## config.mk

```make
export PLATFORM = sky130hd
export DESIGN_NAME = button_click_press_detector_top
export DESIGN_NICKNAME = d
export VERILOG_FILES = /design/src/bcpd_pkg.sv /design/src/button_click_press_detector_top.sv
export SDC_FILE = /design/constraint.sdc
export NUM_CORES = 1
export LEC_CHECK = 0
export BUFFER_PORTS_ARGS = -buffer_cell sky130_fd_sc_hd__clkbuf_2
export CAP_MARGIN = 25
export CORE_MARGIN = 3
export CORE_UTILIZATION = 45
export CTS_CLUSTER_SIZE = 8
export DETAILED_ROUTE_END_ITERATION = 16
export HOLD_SLACK_MARGIN = 0.12
export PLACE_DENSITY_LB_ADDON = 0.2
export SYNTH_ARGS = -nofsm -noshare
export SYNTH_HDL_FRONTEND = slang
export SYNTH_SLANG_ARGS = --single-unit
```

## constraint.sdc

```tcl
create_clock -name i_clk -period 9.8 [get_ports i_clk]
set_input_delay 0.49 -clock i_clk [delete_from_list [all_inputs] [get_ports i_clk]]
set_output_delay 0.49 -clock i_clk [all_outputs]
set_load 0.005 [all_outputs]
```

## src/bcpd_pkg.sv

```systemverilog
package bcpd_pkg;

    // gesture machine states
    typedef enum logic [2:0] {
        ST_IDLE     = 3'd0,
        ST_DOWN     = 3'd1,
        ST_UP       = 3'd2,
        ST_COUNT    = 3'd3,
        ST_PRESS    = 3'd4,
        ST_PRESSEND = 3'd5
    } t_gesture_state;

    // event codes on the output word
    typedef enum logic [2:0] {
        EV_NONE   = 3'd0,
        EV_START  = 3'd1,
        EV_CLICK  = 3'd2,
        EV_DOUBLE = 3'd3,
        EV_REPEAT = 3'd4,
        EV_STOP   = 3'd5
    } t_event;

    // configuration register indexes
    typedef enum logic [2:0] {
        CFG_ACTIVE_LOW   = 3'd0,
        CFG_DEBOUNCE_MS  = 3'd1,
        CFG_PRESS_MS     = 3'd2,
        CFG_CLICK_MS     = 3'd3,
        CFG_REPEAT_MS    = 3'd4,
        CFG_MAX_CLICKS   = 3'd5,
        CFG_EVENT_ENABLE = 3'd6
    } t_cfg_index;

    // bit positions in event_enable
    localparam int unsigned EN_START  = 0;
    localparam int unsigned EN_CLICK  = 1;
    localparam int unsigned EN_DOUBLE = 2;
    localparam int unsigned EN_REPEAT = 3;
    localparam int unsigned EN_STOP   = 4;

    // widths
    localparam int unsigned TIME_W   = 32;
    localparam int unsigned MS_W     = 16;
    localparam int unsigned COUNT_W  = 4;
    localparam int unsigned ENABLE_W = 5;
    localparam int unsigned IN_W     = 40;
    localparam int unsigned OUT_W    = 8;

    // reset values of the registers
    localparam logic                RST_ACTIVE_LOW   = 1'b1;
    localparam logic [MS_W-1:0]     RST_DEBOUNCE_MS  = 16'd50;
    localparam logic [MS_W-1:0]     RST_PRESS_MS     = 16'd800;
    localparam logic [MS_W-1:0]     RST_CLICK_MS     = 16'd400;
    localparam logic [MS_W-1:0]     RST_REPEAT_MS    = 16'd100;
    localparam logic [COUNT_W-1:0]  RST_MAX_CLICKS   = 4'd2;
    localparam logic [ENABLE_W-1:0] RST_EVENT_ENABLE = 5'd31;

    // click counts that give an event
    localparam logic [COUNT_W-1:0] ONE_CLICK = 4'd1;
    localparam logic [COUNT_W-1:0] TWO_CLICK = 4'd2;

endpackage

```

## src/button_click_press_detector_top.sv

```systemverilog
// Button debounce and gesture detector. Each input word carries one raw pin
// sample and its 32-bit millisecond timestamp; each word gives exactly one
// output word with an event code (none, press start, click, double click,
// repeat, press stop) and the debounced level. A word is taken in every cycle:
// the debounce and gesture update is done in the cycle of acceptance and the
// result lands in a two-word output buffer, and the input stalls only when
// that buffer is full. Timing is driven purely by the timestamps in the
// stream, not by the clock. Write configuration only while no words are in
// flight; the configuration channel is always ready.
module button_click_press_detector_top (
    input  logic                      i_clk,
    input  logic                      i_rst_n,
    // input stream
    input  logic                      i_s_tvalid,
    output logic                      o_s_tready,
    // [0] raw_level, [32:1] time_ms, [39:33] zero
    input  logic [bcpd_pkg::IN_W-1:0] i_s_tdata,
    // output stream
    output logic                      o_m_tvalid,
    input  logic                      i_m_tready,
    // [2:0] event_code, [3] clean_level, [7:4] zero
    output logic [bcpd_pkg::OUT_W-1:0] o_m_tdata,
    // configuration writes
    input  logic                      i_cfg_valid,
    output logic                      o_cfg_ready,
    input  logic [2:0]                i_cfg_index,
    input  logic [15:0]               i_cfg_data
);

    // configuration registers
    logic                             r_active_low;
    logic [bcpd_pkg::MS_W-1:0]        r_debounce_ms;
    logic [bcpd_pkg::MS_W-1:0]        r_press_ms;
    logic [bcpd_pkg::MS_W-1:0]        r_click_ms;
    logic [bcpd_pkg::MS_W-1:0]        r_repeat_ms;
    logic [bcpd_pkg::COUNT_W-1:0]     r_max_clicks;
    logic [bcpd_pkg::ENABLE_W-1:0]    r_event_enable;

    // detector state
    bcpd_pkg::t_gesture_state         r_state, n_state;
    logic [bcpd_pkg::COUNT_W-1:0]     r_click_count, n_click_count;
    logic [bcpd_pkg::TIME_W-1:0]      r_phase_start, n_phase_start;
    logic [bcpd_pkg::TIME_W-1:0]      r_last_change, n_last_change;
    logic [bcpd_pkg::TIME_W-1:0]      r_last_repeat, n_last_repeat;
    logic                             r_last_raw, n_last_raw;
    logic                             r_debounced, n_debounced;
    bcpd_pkg::t_event                 n_event;

    // output buffer
    logic [3:0] r_buf [2];
    logic       r_wr_ptr;
    logic       r_rd_ptr;
    logic [1:0] r_count;

    logic                         s_accept;
    logic                         m_accept;
    logic                         in_raw;
    logic [bcpd_pkg::TIME_W-1:0]  in_time;
    logic [bcpd_pkg::TIME_W-1:0]  since_change;
    logic [bcpd_pkg::TIME_W-1:0]  wait_time;
    logic [bcpd_pkg::TIME_W-1:0]  since_repeat;
    logic                         active;
    logic                         cfg_write;

    assign o_cfg_ready = 1'b1;
    assign cfg_write   = i_cfg_valid & o_cfg_ready;
    assign o_s_tready  = (r_count != 2'd2);
    assign s_accept    = i_s_tvalid & o_s_tready;
    assign o_m_tvalid  = (r_count != 2'd0);
    assign m_accept    = o_m_tvalid & i_m_tready;
    assign o_m_tdata   = {4'd0, r_buf[r_rd_ptr]};

    assign in_raw  = i_s_tdata[0];
    assign in_time = i_s_tdata[32:1];

    // configuration register writes
    always_ff @(posedge i_clk) begin
        if (!i_rst_n) begin
            r_active_low   <= bcpd_pkg::RST_ACTIVE_LOW;
            r_debounce_ms  <= bcpd_pkg::RST_DEBOUNCE_MS;
            r_press_ms     <= bcpd_pkg::RST_PRESS_MS;
            r_click_ms     <= bcpd_pkg::RST_CLICK_MS;
            r_repeat_ms    <= bcpd_pkg::RST_REPEAT_MS;
            r_max_clicks   <= bcpd_pkg::RST_MAX_CLICKS;
            r_event_enable <= bcpd_pkg::RST_EVENT_ENABLE;
        end else if (cfg_write) begin
            unique case (bcpd_pkg::t_cfg_index'(i_cfg_index))
                bcpd_pkg::CFG_ACTIVE_LOW:   r_active_low   <= i_cfg_data[0];
                bcpd_pkg::CFG_DEBOUNCE_MS:  r_debounce_ms  <= i_cfg_data;
                bcpd_pkg::CFG_PRESS_MS:     r_press_ms     <= i_cfg_data;
                bcpd_pkg::CFG_CLICK_MS:     r_click_ms     <= i_cfg_data;
                bcpd_pkg::CFG_REPEAT_MS:    r_repeat_ms    <= i_cfg_data;
                bcpd_pkg::CFG_MAX_CLICKS:
                    r_max_clicks <= i_cfg_data[bcpd_pkg::COUNT_W-1:0];
                bcpd_pkg::CFG_EVENT_ENABLE:
                    r_event_enable <= i_cfg_data[bcpd_pkg::ENABLE_W-1:0];
                default: ;
            endcase
        end
    end

    // debounce: follow the raw level once it has held long enough
    always_comb begin
        since_change  = in_time - r_last_change;
        n_last_change = r_last_change;
        n_last_raw    = r_last_raw;
        n_debounced   = r_debounced;
        if (r_last_raw == in_raw) begin
            if (since_change >= {16'd0, r_debounce_ms}) begin
                n_debounced = in_raw;
            end
        end else begin
            n_last_change = in_time;
            n_last_raw    = in_raw;
        end
        active       = (n_debounced == ~r_active_low);
        wait_time    = in_time - r_phase_start;
        since_repeat = in_time - r_last_repeat;
    end

    // gesture machine: next state and event
    always_comb begin
        n_state       = r_state;
        n_click_count = r_click_count;
        n_phase_start = r_phase_start;
        n_last_repeat = r_last_repeat;
        n_event       = bcpd_pkg::EV_NONE;
        unique case (r_state)
            bcpd_pkg::ST_IDLE: begin
                if (active) begin
                    n_state       = bcpd_pkg::ST_DOWN;
                    n_phase_start = in_time;
                    n_click_count = '0;
                end
            end
            bcpd_pkg::ST_DOWN: begin
                if (!active) begin
                    n_state       = bcpd_pkg::ST_UP;
                    n_phase_start = in_time;
                end else if (wait_time > {16'd0, r_press_ms}) begin
                    if (r_event_enable[bcpd_pkg::EN_START]) begin
                        n_event = bcpd_pkg::EV_START;
                    end
                    n_state = bcpd_pkg::ST_PRESS;
                end
            end
            bcpd_pkg::ST_UP: begin
                n_click_count = r_click_count + 4'd1;
                n_state       = bcpd_pkg::ST_COUNT;
            end
            bcpd_pkg::ST_COUNT: begin
                if (active) begin
                    n_state       = bcpd_pkg::ST_DOWN;
                    n_phase_start = in_time;
                end else if (wait_time >= {16'd0, r_click_ms} ||
                             r_click_count == r_max_clicks) begin
                    if (r_click_count == bcpd_pkg::ONE_CLICK) begin
                        if (r_event_enable[bcpd_pkg::EN_CLICK]) begin
                            n_event = bcpd_pkg::EV_CLICK;
                        end
                    end else if (r_click_count == bcpd_pkg::TWO_CLICK) begin
                        if (r_event_enable[bcpd_pkg::EN_DOUBLE]) begin
                            n_event = bcpd_pkg::EV_DOUBLE;
                        end
                    end
                    n_state       = bcpd_pkg::ST_IDLE;
                    n_click_count = '0;
                    n_phase_start = in_time;
                end
            end
            bcpd_pkg::ST_PRESS: begin
                if (!active) begin
                    n_state = bcpd_pkg::ST_PRESSEND;
                end else if (since_repeat >= {16'd0, r_repeat_ms}) begin
                    if (r_event_enable[bcpd_pkg::EN_REPEAT]) begin
                        n_event = bcpd_pkg::EV_REPEAT;
                    end
                    n_last_repeat = in_time;
                end
            end
            bcpd_pkg::ST_PRESSEND: begin
                if (r_event_enable[bcpd_pkg::EN_STOP]) begin
                    n_event = bcpd_pkg::EV_STOP;
                end
                n_state       = bcpd_pkg::ST_IDLE;
                n_click_count = '0;
                n_phase_start = in_time;
            end
            default: begin
                n_state = bcpd_pkg::ST_IDLE;
            end
        endcase
    end

    // state registers, updated on each accepted word
    always_ff @(posedge i_clk) begin
        if (!i_rst_n) begin
            r_state       <= bcpd_pkg::ST_IDLE;
            r_click_count <= '0;
            r_phase_start <= '0;
            r_last_change <= '0;
            r_last_repeat <= '0;
            r_last_raw    <= bcpd_pkg::RST_ACTIVE_LOW;
            r_debounced   <= bcpd_pkg::RST_ACTIVE_LOW;
        end else if (s_accept) begin
            r_state       <= n_state;
            r_click_count <= n_click_count;
            r_phase_start <= n_phase_start;
            r_last_change <= n_last_change;
            r_last_repeat <= n_last_repeat;
            r_last_raw    <= n_last_raw;
            r_debounced   <= n_debounced;
        end
    end

    // two-word output buffer
    always_ff @(posedge i_clk) begin
        if (s_accept) begin
            r_buf[r_wr_ptr] <= {n_debounced, n_event};
        end
    end

    always_ff @(posedge i_clk) begin
        if (!i_rst_n) begin
            r_wr_ptr <= 1'b0;
            r_rd_ptr <= 1'b0;
            r_count  <= 2'd0;
        end else begin
            if (s_accept) begin
                r_wr_ptr <= ~r_wr_ptr;
            end
            if (m_accept) begin
                r_rd_ptr <= ~r_rd_ptr;
            end
            if (s_accept && !m_accept) begin
                r_count <= r_count + 2'd1;
            end else if (!s_accept && m_accept) begin
                r_count <= r_count - 2'd1;
            end
        end
    end

    // buffer never holds more than two words
    a_count_bound: assert property (@(posedge i_clk) disable iff (!i_rst_n)
        r_count <= 2'd2)
        else $error("output buffer overfilled");

    // a release is always counted on the following word
    a_up_to_count: assert property (@(posedge i_clk) disable iff (!i_rst_n)
        (s_accept && r_state == bcpd_pkg::ST_UP) |=> r_state == bcpd_pkg::ST_COUNT)
        else $error("up state did not move to count");

    // press stop only leaves the press end state
    a_stop_source: assert property (@(posedge i_clk) disable iff (!i_rst_n)
        (s_accept && r_state != bcpd_pkg::ST_PRESSEND) |-> n_event != bcpd_pkg::EV_STOP)
        else $error("press stop outside press end");

    // repeat only while a long press is held
    a_repeat_source: assert property (@(posedge i_clk) disable iff (!i_rst_n)
        (s_accept && n_event == bcpd_pkg::EV_REPEAT) |-> r_state == bcpd_pkg::ST_PRESS)
        else $error("repeat outside long press");

    // reset leaves the machine idle with an empty buffer
    a_reset_idle: assert property (@(posedge i_clk)
        !i_rst_n |=> (r_state == bcpd_pkg::ST_IDLE && r_count == 2'd0))
        else $error("reset did not clear state");

endmodule
```

==> impl_results.md, run 1 <==
* Outcome: finished, final reports clean
* Final wirelength at 40.52 mm
* # clock sinks at about 190
* Area of the core at about 33000 sq um
* RSZ-0062 raised after global routing: no
* Num CTS Buffers at 17
* Place WS at ~3300 ps
* Maximum VDD drop at 0.1390 mV
* Max Transition Viols Final at 0
* Routability Congestion at 0.8919
* Post_cts resized at 0
* Synth area leaders: dfxtp_1 (24%), ha_1 (13%), nand2_1 (9.1%)
* TNS Setup at 0 ps
* Crit Path Category: reg2reg
* CP max stage cell: or3_2
* Clock latency on the worst-skew pair at approximately 460 ps
* Clock Tree Buf Depth at 2
* Setup violators final at 0
* WHS at 304.8 ps
* Share of the synthesized area in the top cell type at 0.2433
* Synth warn at 0
* CTS H-tree depth at 4
* Area of the die at 35870 sq um
* DRC viols at 0
* Placed Cells incl. Taps at approximately 2400
* Crit path required time at ~10000 ps
* Cells after Synth at 1971
* Final period util at 0.6280
* Worst Setup End Kind: flop
* Setup WS post-layout at about 3600 ps
* Number of synthesized flops with an enable pin at 8
* Synth Area in Adders at 0.1370
* Crit-path max cell delay at between 600 and 700 ps
* Fin crit period at ~6000 ps
* Antenna violations before repair at 0
* Post-route ant nets at 0
* Min-delay src: i_s_tdata[1]
* Compound-Gate Fraction of Synth Area at 0.2243
* Crit path max fanout at 29
* Hold buffer count at cts at 0
* Synth unique cells at slightly above 80
* Post-synth top cells: nand2_1 (365), inv_1 (187), dfxtp_1 (184)
* Largest area contributor in the netlist: dfxtp_1
* DR vias/cell at 5.487
* Setup repair bufs after CTS at 0
* Final core utilization at 0.4953
* Clock tree skew after final layout at ~17 ps
* Filler Cells Inserted at 3362
* First drt pass iteration count at 5
* Share of layout cells above drive strength 1 at 0.06586
* Worst-path clk slew at about 90 ps
* Max cap viols at 0
* Setup crit start kind: flop
* PwrDens at about 180 nW/um^2
* Largest net degree at the start of global routing at ~120
* Simple logic cell fraction of the synthesized area at 0.2084
* Gr ovfl total at 0
* Nets at roughly 2200
* Synth Area in XOR/XNOR at 0.04166
* Tot GR Track Use at 0.2267
* FP Rows at 66
* Final hold violation count at 0
* Syn_area_per_cell at 7.680 sq um
* CTS tree: yes
* Crit path from: r_last_change[0]
* IO buf count at 62
* N_diodes at 0
* Die width at roughly 190 microns
* Asr flop ratio synth at 0
* Largest family of logic cells by synthesized area: compound AO/OA/AOI/OAI gates
* Layout area overhead at 7.547%
* DP HPWL at 31.49 mm
* Die H at around 190 microns
* WL/cell at 16.67 microns
* DR iter-0 viols at ~760
* Mux cell area share after synthesis at 0.05455
* Worst r2r src: r_last_change[0]
* Synthesized area at 15140 sq um
* Number of global-route vias before repair at between 10000 and 15000
* Prevailing post-synth register cell: dfxtp_1
* Worst-margin pin slew at 958.1 ps
* Headroom to the max-slew limit at 0.3554
* I/O Pins at 75
* Leakage at ~6.2 nW
* Seq/Total Area, Yosys at 0.2592
* Critical-path cell list: ha_1 -> fa_1 -> and2b_1 -> o2111ai_2 -> a211oi_2 -> nor2_2 -> o21ai_0 -> xor2_1 -> ha_1 -> nand4_1 -> o311ai_0 -> a311oi_1 -> nand4_1 -> a31oi_1 -> o2111a_1 -> a41o_1 -> o211a_1 -> inv_2 -> xnor2_1 -> buf_4 -> and4_1 -> or3_2 -> buf_12 -> mux2i_1
* Number of synthesized register bits at around 190
* Critical Path AT at 6490 ps
* Top-count cell post-synth: nand2_1
* First-pass GRT wire length at 65.67 mm
* Worst Hold Class: in2reg
* Initial cell density of the core at 0.4606
* Non-filler cells, final at 2431
* Fmax at 162.5 MHz
* DR vias at 13340
* Root Driver: clkbuf_16
[placed cells by master, fill, tap and decap left out, types with 8 or more instances in the layout]
cell type  instances
inv_1            187
a211oi_1          15
nand4_1           26
clkbuf_16         17
o31ai_1           11
nand2b_1          20
o21bai_1          12
nor2b_1           47
and3_1             9
o21ai_0           66
a211o_1            9
mux2i_1           78
dfxtp_1          184
nor4_1             8
clkbuf_2          61
and2_1            10
a2111oi_0          8
edfxtp_1           8
nor2_1            82
xor2_1            33
ha_1             161
nand3_1           33
o211ai_1          31
xnor2_1           39
o21a_1            23
a21o_1            39
nand2_1          365
nor3_1            34
a21oi_1          123
a21boi_0          92
a31oi_1           15
[cell type report]
class,instances,area [sq um],share of cell area
Inverter,189,709.4,0.04358
Multi-Input combinational cell,1506,10110,0.6208
Clock inverter,14,158.9,0.009761
Clock buffer,18,439.2,0.02698
Sequential cell,192,3924,0.2410
Tap cell,442,553.0,0.03397
Timing Repair Buffer,70,389.1,0.02390
[through the flow]
stage               cell area (sq um)  power, W
floorplan                       15150  0.001894
global placement                15660  0.002182
detailed placement              15680  0.002210
CTS                             16280  0.002941
global route                    16280  0.003150
finish                          16280  0.002921
[cell families (layout without fill, tap and decap cells)]
logic type | after synthesis | after routing
AOI/OAI and AO/OA | 502 | 502
xor gates and xnor gates | 72 | 72
adders and majority gates | 164 | 164
buffers and inverters | 276 | 291
DFF | 192 | 192
muxes | 82 | 82
other | 2 | 5
and+or+nand+nor | 681 | 681
[critical path, delay by kind of cell, from the launching register on]
kind / cells / cell delay (ps)
XOR/XNOR: 2 / 330
adder cells (fa/ha/maj): 3 / 870
buffers and inverters: 3 / 500
AND/OR/NAND/NOR: 6 / 1510
multiplexers: 1 / 150
AO/OA/AOI/OAI: 9 / 2280
flip-flops: 1 / 330
[sequential cells by signal, indices dropped and copies added, names as in the netlist, 2 cells and up, named ones only]
| name | count |
|---|---|
| r_press_ms | 16 |
| r_click_ms | 16 |
| r_count | 2 |
| r_state | 3 |
| r_last_repeat | 32 |
| r_buf | 8 |
| r_phase_start | 32 |
| r_debounce_ms | 16 |
| r_repeat_ms | 16 |
| r_event_enable | 5 |
| r_last_change | 32 |
| r_max_clicks | 4 |
| r_click_count | 4 |
[routing by layer]
layer  vias to the layer above  global-route usage  routed length, microns
met3                        59             0.03222                    1531
met4                         0             0.07876                    1179
li1                       6850                   -                       -
met5                         -                   0                       0
met1                      6201              0.3002                   19310
met2                       230              0.3783                   18500
[worst paths after layout]
kind | end | slack, ps | cells after the start
min reg2reg | r_phase_start[20] | 460 | 2
max | r_phase_start[27] | 3650 | 24
min | r_last_change[0] | 300 | 3
max reg2reg | r_phase_start[27] | 3650 | 24
[power breakdown]
group          total, W  internal [W]  switching (W)
logic           0.00128      0.000517       0.000765
registers      0.000917      0.000862      0.0000548
clock network  0.000722      0.000352       0.000370
total           0.00292       0.00173        0.00119
No activity file was read; power rests on OpenSTA's default activity.
==> inputs of run 2 (changes only) <==
--- a/config.mk
+++ b/config.mk
@@ -5,6 +5,7 @@
 export SDC_FILE = /design/constraint.sdc
 export NUM_CORES = 1
 export LEC_CHECK = 0
+export ABC_AREA = 1
 export BUFFER_PORTS_ARGS = -buffer_cell sky130_fd_sc_hd__clkbuf_2
 export CAP_MARGIN = 25
 export CORE_MARGIN = 3
==> constraint.sdc (replaced) <==
create_clock -name i_clk -period 6.1 [get_ports i_clk]
set_input_delay 0.305 -clock i_clk [delete_from_list [all_inputs] [get_ports i_clk]]
set_output_delay 0.305 -clock i_clk [all_outputs]
set_load 0.005 [all_outputs]
==> run 2 against run 1 <==
Against the previous run: non-clock buffer count down 4; utilization increased by 0.41 points; first-iteration DRC count is 22% higher; worst setup slack got worse by 2200 ps; routed wire length grew 12%; global-route usage up 2.2 points; critical path depth increased by 4; largest cell class unchanged; area after synthesis grew 3.1%; total power up 110%; synthesized cell count increased by 28%; via count increased by 17%; cell count is 24% higher.
==> impl_results.md, run 2 <==
* Outcome: finished, final reports clean
* IO buf count at 62
* Setup crit start kind: flop
* Final period util at 0.7681
* Syn_area_per_cell at roughly 6.2 sq um
* Synth Area in Adders at 0.1329
* DRC viols at 0
* CP delay by family, top: simple AND/OR/NAND/NOR gates
* Synth unique cells at 46
* Compound-Gate Fraction of Synth Area at 0.1390
* Share of layout cells above drive strength 1 at 0.05018
* Asr flop ratio synth at 0
* Design area at roughly 17000 sq um
* RSZ-0062 raised after global routing: no
* Number of synthesized flops with an enable pin at 8
* DR vias/cell at 5.168
* FP Rows at 67
* Synthesized area at between 15000 and 20000 sq um
* Area of the core at 33870 sq um
* I/O Pins at between 70 and 80
* Seq/Total Area, Yosys at 0.2513
* Num CTS Buffers at 17
* Max cap viols at 0
* Synth area leaders: dfxtp_1 (24%), nand2_1 (16%), ha_1 (13%)
* Fmax at approximately 210 MHz
* Largest net degree at the start of global routing at 110
* Crit Path Category: reg2reg
* Cells after Synth at ~2500
* Prevailing post-synth register cell: dfxtp_1
* Final core utilization at 0.4994
* Clock latency on the worst-skew pair at between 400 and 500 ps
* Synth warn at 0
* Synth Area in XOR/XNOR at 0.03647
* Clock Tree Buf Depth at 2
* Leakage at ~8.5 nW
* WL/cell at around 15 microns
* Number of synthesized register bits at 192
* Setup violators final at 0
* Headroom to the max-slew limit at 0.3316
* Hold buffer count at cts at 1
* Critical Path AT at approximately 5000 ps
* Initial cell density of the core at 0.4610
* Die width at between 150 and 200 microns
* Routability Congestion at 0.9921
* Nets at 2786
* First-pass GRT wire length at ~73 mm
* PwrDens at 362.1 nW/um^2
* Maximum VDD drop at 0.2365 mV
* WHS at approximately 160 ps
* Regs by FF count: r_last_change: 32 flops, r_last_repeat: 32 flops, r_phase_start: 32 flops
* Tot GR Track Use at 0.2488
* Largest area contributor in the netlist: dfxtp_1
* Mux cell area share after synthesis at 0.002885
* Worst-margin pin slew at between 1000 and 1500 ps
* Largest family of logic cells by synthesized area: simple AND/OR/NAND/NOR gates
* Setup repair bufs after CTS at 0
* Post_cts resized at 0
* DP HPWL at about 37 mm
* Commonest non-fill, non-tap cell in the layout: nand2_1
* # clock sinks at approximately 190
* Area after DPL at roughly 16000 sq um
* DR iter-0 viols at 927
* Root Driver: clkbuf_16
* Gr ovfl total at 0
* Share of the synthesized area in the top cell type at 0.2360
* Worst-path clk slew at roughly 80 ps
* Filler Cells Inserted at 3593
* Final wirelength at between 40 and 50 mm
* Crit-path max cell delay at 490 ps
* Fin crit period at 4685 ps
* Post-synth top cells: nand2_1 (678), inv_1 (402), nor2_1 (343)
* Worst Setup End Kind: flop
* CP bufs+invs at 2
* Die H at between 150 and 200 microns
* CTS tree: yes
* Crit path required time at between 6000 and 7000 ps
* First drt pass iteration count at 5
* Worst Hold Class: in2reg
* Number of global-route vias before repair at roughly 15000
* Area of the die at 36960 sq um
* Crit path max fanout at 62
* Most frequent cells in the layout: nand2_1 (677), inv_1 (402), nor2_1 (343)
* Final hold violation count at 0
* CTS H-tree depth at 4
* Post-route ant nets at 0
* Top-count cell post-synth: nand2_1
* Clock tree skew after final layout at approximately 11 ps
* Max Transition Viols Final at 0
* Simple logic cell fraction of the synthesized area at 0.3216
* N_diodes at 0
* TNS Setup at 0 ps
* DR vias at approximately 16000
* Layout area overhead at 8.343%
* CP max stage cell: nand3_4
* Antenna violations before repair at 1
## run 2: path summary, 6_finish.rpt
kind | from | endpoint | slack [ps] | cells past startpoint
worst max-delay path | r_last_change[10] | r_phase_start[22] | 1410 | 28
worst min-delay path | i_cfg_data[7] | r_click_ms[7] | 160 | 3
worst max register to register | r_last_change[10] | r_phase_start[22] | 1410 | 28
worst min register to register | r_last_change[26] | r_last_change[26] | 460 | 2
## run 2: area by class of cell
type,count,area [sq um],area share
inverter,414,1554,0.09188
sequential,192,3924,0.2320
tap,448,560.5,0.03314
clock inverter,12,138.9,0.008211
clock buffer,20,478.0,0.02826
timing repair buffer,66,357.8,0.02116
multi-input combinational,1867,9901,0.5854
## run 2: tightest hold or removal path, delay by kind of cell
kind	cells	cell delay, ps
AO/OA/AOI/OAI	1	70
buffers and inverters	1	140
AND/OR/NAND/NOR	1	70
## run 2: logic make-up after synthesis
group | count (synthesis)
buf+inv | 465
other cells | 2
fa+ha+maj | 164
flops | 192
mux | 4
simple gates | 1225
xor+xnor | 65
compound gates | 404
## run 2: stage by stage
stage	setup slack (ps)	cells	power, W
final	1415	3019	0.006124
after global routing	864.0	3019	0.006718
after CTS	1412	3018	0.006132
after detailed placement	1158	2985	0.004916
after global placement	1180	2985	0.004843
after floorplan	2599	2524	0.004074
## run 2: report_power, final
part           total (W)  switching, W  internal, W
Clock            0.00119      0.000559     0.000628
Sequential       0.00153     0.0000715      0.00146
Combinational    0.00341       0.00224      0.00117
## run 2: metal layers
metal	vias up	wire (microns)	GRT usage
met1	7088	21200	0.3279
met3	80	1805	0.02525
li1	8099	-	-
met4	0	1365	0.08770
met2	335	21170	0.4236
met5	-	0	0
==> inputs of run 3 (changes only) <==
==> constraint.sdc (replaced) <==
create_clock -name i_clk -period 4.6 [get_ports i_clk]
set_input_delay 0.23 -clock i_clk [delete_from_list [all_inputs] [get_ports i_clk]]
set_output_delay 0.23 -clock i_clk [all_outputs]
set_load 0.005 [all_outputs]
==> run 3 against run 2 <==
Against the previous run: via count grew 1.9%; cell count grew 1.2%; flip-flop and latch count did not move; critical endpoint unchanged.
==> impl_results.md, run 3 (synthesis results as in run 2) <==
* Met2 WL at 22.57 mm
* Headroom to the max-slew limit at 0.3876
* Die width at ~190 microns
* Root Driver: clkbuf_16
* Area of the core at 33870 sq um
* Most frequent cells in the layout: nand2_1 (674), inv_1 (402), nor2_1 (341)
* CTS tree: yes
* FP Rows at between 60 and 70
* Setup WS post-layout at around 250 ps
* Fin crit period at between 4000 and 5000 ps
* Layout area overhead at 11.57%
* Regs by FF count: r_last_change: 32 flops, r_last_repeat: 32 flops, r_phase_start: 32 flops
* DR vias/cell at 5.206
* Post-route ant nets at 0
* Maximum VDD drop at roughly 0.34 mV
* CTS H-tree depth at 4
* Max Used Layer: met4
* Max Transition Viols Final at 0
* Largest net degree at the start of global routing at between 90 and 100
* DR iter-0 viols at 1047
* Crit Path Category: in2reg
* Area of the die at 36960 sq um
* N_diodes at 0
* I/O Pins at between 70 and 80
* Outcome: finished, final reports clean
* Worst-path clk slew at approximately 70 ps
* Initial cell density of the core at 0.4610
* Filler Cells Inserted at approximately 3600
* IO buf count at between 60 and 70
* Setup violators final at 0
* WL met3 at around 2.1 mm
* Fmax at ~230 MHz
* TNS Setup at 0 ps
* Tot GR Track Use at 0.2530
* Number of global-route vias before repair at ~15000
* Clock Tree Buf Depth at 2
* DR vias at roughly 16000
* DRC viols at 0
* Gr ovfl total at 0
* DP HPWL at around 37 mm
* Final hold violation count at 0
* Worst Hold Class: in2reg
* Leakage at approximately 8.7 nW
* Clock tree skew after final layout at around 11 ps
* Commonest non-fill, non-tap cell in the layout: nand2_1
* Clock latency on the worst-skew pair at 460 ps
* Routability Congestion at between 0.9 and 1
* Final period util at 0.9449
* # clock sinks at 192
* Worst-margin pin slew at just over 900 ps
* First-pass GRT wire length at 74.28 mm
* Antenna violations before repair at 0
* Crit path required time at ~5000 ps
* WL/cell at between 15 and 20 microns
* Crit path max fanout at 8
* PwrDens at 478.3 nW/um^2
* Die H at about 190 microns
* First drt pass iteration count at 5
* Worst Setup End Kind: flop
* Critical Path AT at 4700 ps
* Met1 WL at about 22 mm
* Share of layout cells above drive strength 1 at 0.06408
* Place WS at around 220 ps
* Final wirelength at between 40 and 50 mm
* Nets at 2823
* Num CTS Buffers at 17
* Setup crit start kind: primary input
* Max cap viols at 0
[run 3: final cells by class]
class	instances	area [sq um]	area share
clock buffers	18	429.2	0.02464
inverters	414	1554	0.08922
clock inverters	12	126.4	0.007255
flip-flops and latches	192	3924	0.2253
multi-input cells	1868	10000	0.5744
well taps	448	560.5	0.03218
repair buffers	102	819.5	0.04705
[run 3: per-layer routing]
| layer | vias up | track usage |
|---|---|---|
| met2 | 384 | 0.4344 |
| met3 | 84 | 0.03124 |
| met5 | - | 0 |
| met4 | 0 | 0.09358 |
| met1 | 7277 | 0.3252 |
| li1 | 8155 | - |
[run 3: through the flow]
step / hold slack, ps / instances / instance area [sq um] / total power [W] / utilization
floorplan: 343.2 / 2524 / 15620 / 0.005402 / -
global placement: 444.6 / 3000 / 16400 / 0.006466 / 0.4844
detailed placement: 447.6 / 3000 / 16400 / 0.006562 / 0.4844
CTS: 122.5 / 3041 / 17070 / 0.008089 / 0.5040
global route: 151.9 / 3054 / 17420 / 0.009092 / 0.5143
finish: 145.3 / 3054 / 17420 / 0.008331 / 0.5143
[run 3: timing repair]
item	in CTS	in global routing
endpoints found under the setup margin	0	73
hold endpoints to repair	16	0
gates resized for setup	0	21
setup buffers	0	3
hold buffers	11	0
[run 3: path summary, 6_finish.rpt]
check,startpoint,end,slack [ps],cells after the start
min,i_cfg_data[11],r_debounce_ms[11],150,3
max reg2reg,r_last_change[2],r_phase_start[22],390,32
max,i_s_tdata[1],r_phase_start[22],250,27
min reg2reg,r_last_change[15],r_last_change[15],460,2
[run 3: worst max-delay path, stage by stage]
cell	delay [ps]
dlygate4sd3_1	530
clkbuf_2	140
inv_1	160
ha_1	170
inv_1	90
fa_1	460
nand2_1	90
nand2_1	60
nand3_1	60
nand2_1	150
xor2_2	290
ha_1	290
nand2_1	70
nor2_1	40
a211oi_1	310
o21ai_0	150
nand2_1	80
a21oi_1	60
nor3_1	210
nand4_1	160
nand2_1	170
nand3_4	130
nand3_4	220
clkbuf_16	210
nand2_1	50
nand2_1	60
nor2_1	60
[run 3: power by group]
group | switching, W | leakage [nW] | internal, W
clock network | 0.000731 | 0.273 | 0.000757
registers | 0.0000982 | 1.58 | 0.00194
logic | 0.00309 | 6.88 | 0.00172
